[src/rtl/assert_macros.svh]
// Assertion macros used by the top level of the JSON preflight checker.
// Expects clk and arst_n in scope where the macros are used.
`ifndef ASSERT_MACROS_SVH
`define ASSERT_MACROS_SVH
`ifndef SYNTHESIS
// Checked only outside reset.
`define JTPC_ASSERT(lbl, prop, msg) \
	lbl: assert property (@(posedge clk) disable iff (!arst_n) prop) else $error(msg);
// Checked at every edge, reset included.
`define JTPC_ASSERT_ALWAYS(lbl, prop, msg) \
	lbl: assert property (@(posedge clk) prop) else $error(msg);
`else
`define JTPC_ASSERT(lbl, prop, msg)
`define JTPC_ASSERT_ALWAYS(lbl, prop, msg)
`endif
`endif

[src/rtl/jtpc_pkg.sv]
// Package for the JSON text preflight checker: status codes, register indexes,
// number grammar phases, character codes and the per-document state type.
package jtpc_pkg;

	// Status codes
	localparam logic [2:0] ST_OK       = 3'd0;
	localparam logic [2:0] ST_BAD_LEN  = 3'd1;
	localparam logic [2:0] ST_NUL      = 3'd2;
	localparam logic [2:0] ST_ESC_NUL  = 3'd3;
	localparam logic [2:0] ST_CTRL     = 3'd4;
	localparam logic [2:0] ST_BAD_NUM  = 3'd5;
	localparam logic [2:0] ST_TOO_DEEP = 3'd6;

	// Configuration
	localparam int          CFG_DATA_W      = 21;
	localparam int          CFG_INDEX_W     = 2;
	localparam logic [1:0]  REG_MAX_LENGTH  = 2'd0;
	localparam logic [1:0]  REG_MAX_DEPTH   = 2'd1;
	localparam logic [20:0] MAX_LENGTH_RST  = 21'd1048576;
	localparam logic [7:0]  MAX_DEPTH_RST   = 8'd32;
	localparam int          COUNT_BITS_DEF  = 21;

	// Nesting level
	localparam int                 NEST_W   = 22;
	localparam logic signed [21:0] NEST_MIN = 22'sh200000;

	// Number grammar phases
	localparam logic [3:0] NUM_IDLE   = 4'd0;
	localparam logic [3:0] NUM_MINUS  = 4'd1;
	localparam logic [3:0] NUM_ZERO   = 4'd2;
	localparam logic [3:0] NUM_INT    = 4'd3;
	localparam logic [3:0] NUM_DOT    = 4'd4;
	localparam logic [3:0] NUM_FRAC   = 4'd5;
	localparam logic [3:0] NUM_EXP    = 4'd6;
	localparam logic [3:0] NUM_EXPSGN = 4'd7;
	localparam logic [3:0] NUM_EXPDIG = 4'd8;

	// Escaped-NUL match position: backslash seen, 'u' seen, ... last zero pending
	localparam logic [2:0] ESC_IDLE = 3'd0;
	localparam logic [2:0] ESC_BSL  = 3'd1;
	localparam logic [2:0] ESC_U    = 3'd2;
	localparam logic [2:0] ESC_LAST = 3'd5;

	// Character codes
	localparam logic [7:0] CH_NUL    = 8'h00;
	localparam logic [7:0] CH_SPACE  = 8'h20;
	localparam logic [7:0] CH_QUOTE  = 8'h22;
	localparam logic [7:0] CH_PLUS   = 8'h2B;
	localparam logic [7:0] CH_MINUS  = 8'h2D;
	localparam logic [7:0] CH_DOT    = 8'h2E;
	localparam logic [7:0] CH_ZERO   = 8'h30;
	localparam logic [7:0] CH_NINE   = 8'h39;
	localparam logic [7:0] CH_UP_E   = 8'h45;
	localparam logic [7:0] CH_LBRACK = 8'h5B;
	localparam logic [7:0] CH_BSLASH = 8'h5C;
	localparam logic [7:0] CH_RBRACK = 8'h5D;
	localparam logic [7:0] CH_LO_E   = 8'h65;
	localparam logic [7:0] CH_LO_U   = 8'h75;
	localparam logic [7:0] CH_LBRACE = 8'h7B;
	localparam logic [7:0] CH_RBRACE = 8'h7D;

	// Per-document scan state
	typedef struct packed {
		logic                     in_str;
		logic                     skip;
		logic [2:0]               esc;
		logic [3:0]               num;
		logic signed [NEST_W-1:0] nest;
		logic [2:0]               fault;
	} jtpc_state_t;

endpackage

[src/rtl/json_text_preflight_checker_core.sv]
// JSON text preflight checker, top level.
// Depends on jtpc_pkg, jtpc_step and assert_macros.svh.
//
// Usage:
//   Input channel (in_valid/in_ready, text_byte, is_last) carries the document one
//   byte per transfer; is_last marks its final byte. For every final byte one status
//   transfer leaves on the output channel (out_valid/out_ready, status):
//   0 ok, 1 bad length, 2 nul, 3 escaped nul, 4 control char, 5 bad number, 6 too deep.
//   Bytes are taken into an input register, scanned there against the document state,
//   and the status of a document is written into an output register once its final
//   byte is scanned. One byte per cycle is sustained while the scan stage does not
//   stall; the rate is set by the state update of the scan stage.
//   When the receiver stalls, bytes keep flowing until a second final byte reaches the
//   scan stage while the earlier status still waits; then in_ready drops until the
//   output register is taken.
//   Configuration: cfg_we writes cfg_data into register cfg_index (0 max_length,
//   1 max_depth, others ignored); write only while the block is idle.
//   Reset clears the document state and loads max_length 1048576 and max_depth 32.
module json_text_preflight_checker_core
	import jtpc_pkg::*;
#(
	parameter int COUNT_BITS = COUNT_BITS_DEF
) (
	input  logic                   clk,
	input  logic                   arst_n,
	input  logic                   cfg_we,
	input  logic [CFG_INDEX_W-1:0] cfg_index,
	input  logic [CFG_DATA_W-1:0]  cfg_data,
	input  logic                   in_valid,
	output logic                   in_ready,
	input  logic [7:0]             text_byte,
	input  logic                   is_last,
	output logic                   out_valid,
	input  logic                   out_ready,
	output logic [2:0]             status
);

	`include "assert_macros.svh"

	// width that holds both the byte count and max_length + 1
	localparam int CW = (COUNT_BITS > CFG_DATA_W + 1) ? COUNT_BITS : CFG_DATA_W + 1;

	logic [CFG_DATA_W-1:0] max_length_q;
	logic [7:0]            max_depth_q;
	logic                  valid_s1;
	logic [7:0]            byte_s1;
	logic                  last_s1;
	jtpc_state_t           st_q;
	jtpc_state_t           st_nxt;
	logic [2:0]            final_fault;
	logic [COUNT_BITS-1:0] bytes_q;
	logic [COUNT_BITS-1:0] bytes_nxt;
	logic [CW-1:0]         len_ext;
	logic [CW-1:0]         cap_ext;
	logic [CW-1:0]         bytes_ext;
	logic [CW-1:0]         bytes_nxt_ext;
	logic                  adv;
	logic                  fire_s1;
	logic                  doc_end;
	logic                  out_valid_q;
	logic [2:0]            status_q;

	// Configuration registers
	always_ff @(posedge clk or negedge arst_n) begin
		if (!arst_n) begin
			max_length_q <= MAX_LENGTH_RST;
			max_depth_q  <= MAX_DEPTH_RST;
		end else if (cfg_we) begin
			case (cfg_index)
				REG_MAX_LENGTH: max_length_q <= cfg_data;
				REG_MAX_DEPTH:  max_depth_q  <= cfg_data[7:0];
				default: ;
			endcase
		end
	end

	// Stage handshake: the scan stage stalls only on a final byte while the output is full and not taken
	assign adv      = !valid_s1 || !last_s1 || !out_valid_q || out_ready;
	assign in_ready = adv;
	assign fire_s1  = valid_s1 && adv;
	assign doc_end  = fire_s1 && last_s1;

	// Input register
	always_ff @(posedge clk or negedge arst_n) begin
		if (!arst_n) begin
			valid_s1 <= 1'b0;
		end else if (adv) begin
			valid_s1 <= in_valid;
		end
	end

	always_ff @(posedge clk) begin
		if (in_valid && in_ready) begin
			byte_s1 <= text_byte;
			last_s1 <= is_last;
		end
	end

	// Byte scan
	jtpc_step u_step (
		.cur         (st_q),
		.text_byte   (byte_s1),
		.max_depth   (max_depth_q),
		.nxt         (st_nxt),
		.final_fault (final_fault)
	);

	// Byte count, saturating at max_length + 1 or the counter's top
	assign len_ext       = CW'(max_length_q);
	assign cap_ext       = len_ext + CW'(1);
	assign bytes_ext     = CW'(bytes_q);
	assign bytes_nxt     = (bytes_ext < cap_ext && !(&bytes_q)) ?
		bytes_q + COUNT_BITS'(1) : bytes_q;
	assign bytes_nxt_ext = CW'(bytes_nxt);

	// Document state
	always_ff @(posedge clk or negedge arst_n) begin
		if (!arst_n) begin
			st_q    <= '0;
			bytes_q <= '0;
		end else if (fire_s1) begin
			if (last_s1) begin
				st_q    <= '0;
				bytes_q <= '0;
			end else begin
				st_q    <= st_nxt;
				bytes_q <= bytes_nxt;
			end
		end
	end

	// Output register
	always_ff @(posedge clk or negedge arst_n) begin
		if (!arst_n) begin
			out_valid_q <= 1'b0;
		end else if (doc_end) begin
			out_valid_q <= 1'b1;
		end else if (out_ready) begin
			out_valid_q <= 1'b0;
		end
	end

	always_ff @(posedge clk) begin
		if (doc_end)
			status_q <= (bytes_nxt_ext > len_ext) ? ST_BAD_LEN : final_fault;
	end

	assign out_valid = out_valid_q;
	assign status    = status_q;

	// Checks
	`JTPC_ASSERT(a_stall_cause, !in_ready |-> valid_s1 && last_s1 && out_valid_q && !out_ready,
		"input stalled without a blocked final byte")
	`JTPC_ASSERT(a_doc_clear, doc_end |=> st_q == '0 && bytes_q == '0,
		"document state not cleared after final byte")
	`JTPC_ASSERT(a_fault_sticky, (st_q.fault != ST_OK && !doc_end) |=> $stable(st_q.fault),
		"first fault overwritten inside a document")
	`JTPC_ASSERT(a_status_range, out_valid_q |-> status_q <= ST_TOO_DEEP,
		"status code out of range")
	`JTPC_ASSERT_ALWAYS(a_reset_idle, !arst_n |=> !out_valid_q && !valid_s1,
		"pipeline holds data during reset")

endmodule

[src/rtl/jtpc_step.sv]
// Next-state logic of the JSON preflight checker for one byte.
// Depends on jtpc_pkg.
module jtpc_step
	import jtpc_pkg::*;
(
	input  jtpc_state_t cur,
	input  logic [7:0]  text_byte,
	input  logic [7:0]  max_depth,
	output jtpc_state_t nxt,
	output logic [2:0]  final_fault
);

	logic                     done;
	logic                     used;
	logic                     dig;
	logic                     dot;
	logic                     ex;
	logic signed [NEST_W-1:0] nest_inc;

	assign dig      = (text_byte >= CH_ZERO) && (text_byte <= CH_NINE);
	assign dot      = (text_byte == CH_DOT);
	assign ex       = (text_byte == CH_LO_E) || (text_byte == CH_UP_E);
	assign nest_inc = cur.nest + 22'sd1;

	// Byte scan: escape match, number grammar, then character class
	always_comb begin
		nxt  = cur;
		done = 1'b0;
		used = 1'b0;
		if (cur.fault == ST_OK) begin
			if (cur.skip) begin
				// byte after a backslash: only the escape match moves
				nxt.skip = 1'b0;
				nxt.esc  = (cur.esc == ESC_BSL && text_byte == CH_LO_U) ? ESC_U : ESC_IDLE;
			end else begin
				if (cur.esc >= ESC_U) begin
					if (text_byte == CH_ZERO) begin
						if (cur.esc == ESC_LAST) begin
							nxt.esc   = ESC_IDLE;
							nxt.fault = ST_ESC_NUL;
							done      = 1'b1;
						end else begin
							nxt.esc = cur.esc + 3'd1;
						end
					end else begin
						nxt.esc = ESC_IDLE;
					end
				end

				// number grammar
				if (!done && cur.num != NUM_IDLE) begin
					used = 1'b1;
					case (cur.num)
						NUM_MINUS: begin
							if (text_byte == CH_ZERO) nxt.num = NUM_ZERO;
							else if (dig)             nxt.num = NUM_INT;
							else                      nxt.fault = ST_BAD_NUM;
						end
						NUM_ZERO: begin
							if (dig)      nxt.fault = ST_BAD_NUM;
							else if (dot) nxt.num = NUM_DOT;
							else if (ex)  nxt.num = NUM_EXP;
							else          used = 1'b0;
						end
						NUM_INT: begin
							if (dot)      nxt.num = NUM_DOT;
							else if (ex)  nxt.num = NUM_EXP;
							else if (!dig) used = 1'b0;
						end
						NUM_DOT: begin
							if (dig) nxt.num = NUM_FRAC;
							else     nxt.fault = ST_BAD_NUM;
						end
						NUM_FRAC: begin
							if (ex)        nxt.num = NUM_EXP;
							else if (!dig) used = 1'b0;
						end
						NUM_EXP: begin
							if (text_byte == CH_PLUS || text_byte == CH_MINUS)
								nxt.num = NUM_EXPSGN;
							else if (dig)
								nxt.num = NUM_EXPDIG;
							else
								nxt.fault = ST_BAD_NUM;
						end
						NUM_EXPSGN: begin
							if (dig) nxt.num = NUM_EXPDIG;
							else     nxt.fault = ST_BAD_NUM;
						end
						NUM_EXPDIG: begin
							if (!dig) used = 1'b0;
						end
						default: used = 1'b0;
					endcase
					if (!used) nxt.num = NUM_IDLE;
				end

				// ordinary byte (also the byte that ends a number)
				if (!done && !used) begin
					if (text_byte == CH_NUL) begin
						nxt.fault = ST_NUL;
					end else if (cur.in_str && text_byte == CH_BSLASH) begin
						nxt.skip = 1'b1;
						nxt.esc  = ESC_BSL;
					end else if (text_byte == CH_QUOTE) begin
						nxt.in_str = !cur.in_str;
					end else if (cur.in_str && text_byte < CH_SPACE) begin
						nxt.fault = ST_CTRL;
					end else if (!cur.in_str && text_byte == CH_MINUS) begin
						nxt.num = NUM_MINUS;
					end else if (!cur.in_str && dig) begin
						nxt.num = (text_byte == CH_ZERO) ? NUM_ZERO : NUM_INT;
					end else if (!cur.in_str &&
						(text_byte == CH_LBRACE || text_byte == CH_LBRACK)) begin
						nxt.nest = nest_inc;
						if (nest_inc > $signed({14'd0, max_depth}))
							nxt.fault = ST_TOO_DEEP;
					end else if (!cur.in_str &&
						(text_byte == CH_RBRACE || text_byte == CH_RBRACK)) begin
						if (cur.nest != NEST_MIN)
							nxt.nest = cur.nest - 22'sd1;
					end
				end
			end
		end
	end

	// a number cut off by the end of the text
	always_comb begin
		final_fault = nxt.fault;
		if (nxt.fault == ST_OK && (nxt.num == NUM_MINUS || nxt.num == NUM_DOT ||
			nxt.num == NUM_EXP || nxt.num == NUM_EXPSGN))
			final_fault = ST_BAD_NUM;
	end

endmodule
[config.mk]
export PLATFORM = sky130hd
export DESIGN_NAME = json_text_preflight_checker_core
export DESIGN_NICKNAME = d
export VERILOG_FILES = /design/src/rtl/jtpc_pkg.sv /design/src/rtl/json_text_preflight_checker_core.sv /design/src/rtl/jtpc_step.sv
export VERILOG_INCLUDE_DIRS = /design/src /design/src/rtl
export SDC_FILE = /design/constraint.sdc
export NUM_CORES = 1
export LEC_CHECK = 0
export BUFFER_PORTS_ARGS = -buffer_cell sky130_fd_sc_hd__buf_2
export CORE_MARGIN = 2
export CORE_UTILIZATION = 55
export DETAILED_ROUTE_END_ITERATION = 8
export GPL_TIMING_DRIVEN = 0
export HOLD_SLACK_MARGIN = 0.08
export PLACE_DENSITY = 0.76
export SYNTH_ARGS = -nofsm -noshare
export SYNTH_HDL_FRONTEND = slang
export SYNTH_HIERARCHICAL = 1
export SYNTH_SLANG_ARGS = --single-unit
[constraint.sdc]
create_clock -name clk -period 4.7 [get_ports clk]
set_input_delay 0 -clock clk [delete_from_list [all_inputs] [get_ports clk]]
set_output_delay 0 -clock clk [all_outputs]
set_load 0.02 [all_outputs]
==> reports/qor.csv <==
metric,value,unit
Via density,6.12,
total wire length,23100,um
placed cell areas,8850,sq um
"Distinct cells, synth",89,
# DRC,0,
final-report hold violation count,0,
Worst EP arrival,5.26,ns
Simple-Gate Fraction of Synth Area,31.6,%
Final Slew Violations,0,
Worst Path Required,4.80,ns
xor/xnor cell area share of the yosys netlist,6.94,%
Starting Density,56.9,%
drt first-iter violations,672,
antenna violations before repair,0,
CP Launch Point,max_length_q[4],
share of post-route cells with drive strength above 1,18.1,%
Max clock buf depth,2,
RSZ-0062 raised after global routing,yes,
largest net degree at the start of global routing,67,
syn_area_per_cell,8.30,sq um
WS Path Type,reg2reg,
Syn Inst Count,1004,
top-count cell post-synth,nand2_1,
sequential cell area fraction in the yosys report,30.2,%
CTS tree,done,
WHS,0.0988,ns
"top cells by area, synth","dfrtp_1, ha_1, nand2_1",
wire per inst,17.7,um
endpoints failing setup,3,
ANT cells,0,
mux contribution to synthesized area,1.58,%
Slew HR,50.4,%
endpoint class of the critical path,flop,
startpoint class of the critical path,flop,
detailed-route via count,7980,
GRT Overall Usage,28.4,%
final core occ,68.3,%
worst vdd ir,0.000231,V
Syn. warnings,6,
die outline area,16100,sq um
wire length of the first global-routing pass,37300,um
Post-DRT Antenna Nets,0,
DIE HEIGHT,127,um
Tcrit/Tclk final,110,%
vias in the first global route,7599,
nets,1206,
CTS Sinks,98,
Hold Crit Class,in2async,
leakage,0.00444,uW
Final min period,5.15,ns
root buffer cell,clkbuf_16,
htree depth,3,
Fmax,0.194,GHz
"EDFF count, synth",12,
"flops & latches, synth",98,
measured slew at the worst slew-check pin,0.742,ns
area delta synth->final,20.1,%
"Primary FF master, synth",dfrtp_1,
Yosys top cell by area,dfrtp_1,
"Cell Area, Synth",8330,sq um
r2r startpoint,max_length_q[4],
Reg2Reg Depth,24,
post-route cell area,10000,sq um
status,finished with violations,
max-cap viol count,0,
power density cells,322,nW/um^2
Final Skew,0.00819,ns
Syn Nets,1095,
Post-synth ARST share,87.8,%
"Max FO, Critical Path",8,
clock slew at reported path FFs,0.07,ns
largest family of logic cells by synthesized area,simple AND/OR/NAND/NOR gates,
Synth Area in Compound Gates,16.0,%
Clock Latency Late Sink,0.36,ns
routability cong.,0.934,
hpwl dp,15800,um
Core Rows,44,
Post-Synth Adder-Cell Area,8.11,%
IO buf count,41,
failing checks,negative setup slack,
Inserted Clock Buffers,9,
chip width,127,um
area of the core,14600,sq um
worst reg-to-reg setup slack,-0.45,ns
Post-synth top cells,"nand2_1, dfrtp_1, nor2_1",
first-pass iteration count of the detailed router,5,
IO Count,42,
gr ovfl total,0,
post-route setup slack,-0.451,ns
Worst R2R End,status[0],
top-area cell type share of the netlist area,25.2,%
==> layout by cell type, fill, tap and decap left out, types with 10 or more instances in the layout <==
| master | synthesis | layout |
|---|---|---|
| clkbuf_1 | 32 | 31 |
| nor2b_1 | 17 | 16 |
| edfxtp_1 | 12 | 12 |
| nand3b_1 | 40 | 40 |
| ha_1 | 54 | 51 |
| and3_1 | 12 | 10 |
| buf_4 | 6 | 26 |
| xnor2_1 | 41 | 36 |
| buf_6 | 7 | 12 |
| buf_2 | 3 | 42 |
| xor2_1 | 25 | 25 |
| a21oi_1 | 45 | 43 |
| nand2_1 | 156 | 149 |
| inv_1 | 48 | 45 |
| nor4_1 | 16 | 15 |
| nor3_1 | 32 | 27 |
| nor2_1 | 57 | 54 |
| dfrtp_1 | 84 | 82 |
| nand4_1 | 20 | 20 |
| o21ai_0 | 44 | 42 |
| nand3_1 | 44 | 39 |
| dlygate4sd3_1 | 0 | 34 |
==> cell type report <==
type                       count  area (sq um)
timing repair buffer         101           791
clock inverter                 6          65.1
buffer                        53           292
inverter                      48           180
fill                        1174          4640
tap                          184           230
sequential                    98          2520
multi-input combinational    804          5690
clock buffer                  10           239
==> power by group <==
group	switching [uW]	internal [uW]	leakage, uW	total [uW]
combinational	741	560	0.00305	1300
clock	361	429	0.000149	790
sequential	155	973	0.00124	1130
total	1260	1960	0.00444	3220
==> metal layers <==
metal / GRT usage [%] / wire [um] / up-vias
met5: 0 / 0 / -
met4: 10.8 / 548 / 0
met3: 2.97 / 1110 / 40
met2: 47.5 / 11100 / 261
met1: 38.1 / 10400 / 3820
li1: - / - / 3859
==> worst max-delay path by stage <==
stage               depth (start not counted)   endpoint
floorplan                                  23  status[0]
detailed placement                         23  status[0]
finish                                     24  status[0]
global route                               24  status[0]
global placement                           23  status[0]
CTS                                        24  status[0]
==> kinds of logic after synthesis <==
logic type / count (synthesis)
compound gates: 192
xor+xnor: 66
fa+ha+maj: 54
buf+inv: 102
flops: 98
mux: 12
simple gates: 480
==> per-stage QoR <==
| step | setup WS, ns | TNS [ns] | total power, uW | instances |
|---|---|---|---|---|
| 2_1_floorplan | -0.00649 | -0.00649 | 1880 | 1004 |
| 5_1_grt | -0.643 | -1.21 | 3410 | 1304 |
| 3_5_place_dp | -0.975 | -2.14 | 2180 | 1230 |
| 6_report | -0.451 | -0.662 | 3220 | 1304 |
| 4_1_cts | -0.538 | -0.820 | 3050 | 1298 |
| 3_3_place_gp | -0.886 | -1.88 | 2150 | 1229 |
==> worst max-delay path: stages (launching register included) <==
cell       delay (ns)
dfrtp_1          0.39
inv_2            0.07
nor3_4           0.19
and3_4           0.21
nor2b_4          0.18
and2_4           0.19
nand3_4          0.08
xnor2_2          0.17
ha_1             0.31
nand3_2          0.12
o21bai_1         0.08
a2111oi_2        0.36
a22oi_2          0.22
buf_12           0.17
nor2_4           0.15
buf_8            0.16
nand2_4          0.06
xnor2_2          0.14
ha_1             0.31
o21a_1           0.11
o21a_1           0.20
o21bai_4         0.17
a31oi_4          0.12
o311a_4          0.36
or3b_4           0.38
==> timing repair <==
action                                 in CTS  in global routing
pin swaps                                  19                 42
buffers inserted                           18                  7
endpoints found under the hold margin     124                  0
resized for setup                          19                 49
setup endpoints to repair                   3                  3
hold buffers                               34                  0
==> state kept, by name (all words and copies together) (netlist names) <==
signal        count
last_s1           1
max_length_q     21
status            3
valid_s1          1
max_depth_q       8
bytes_q          21
out_valid         1
st_q             34
byte_s1           8
(Power assumes the default switching activity.)
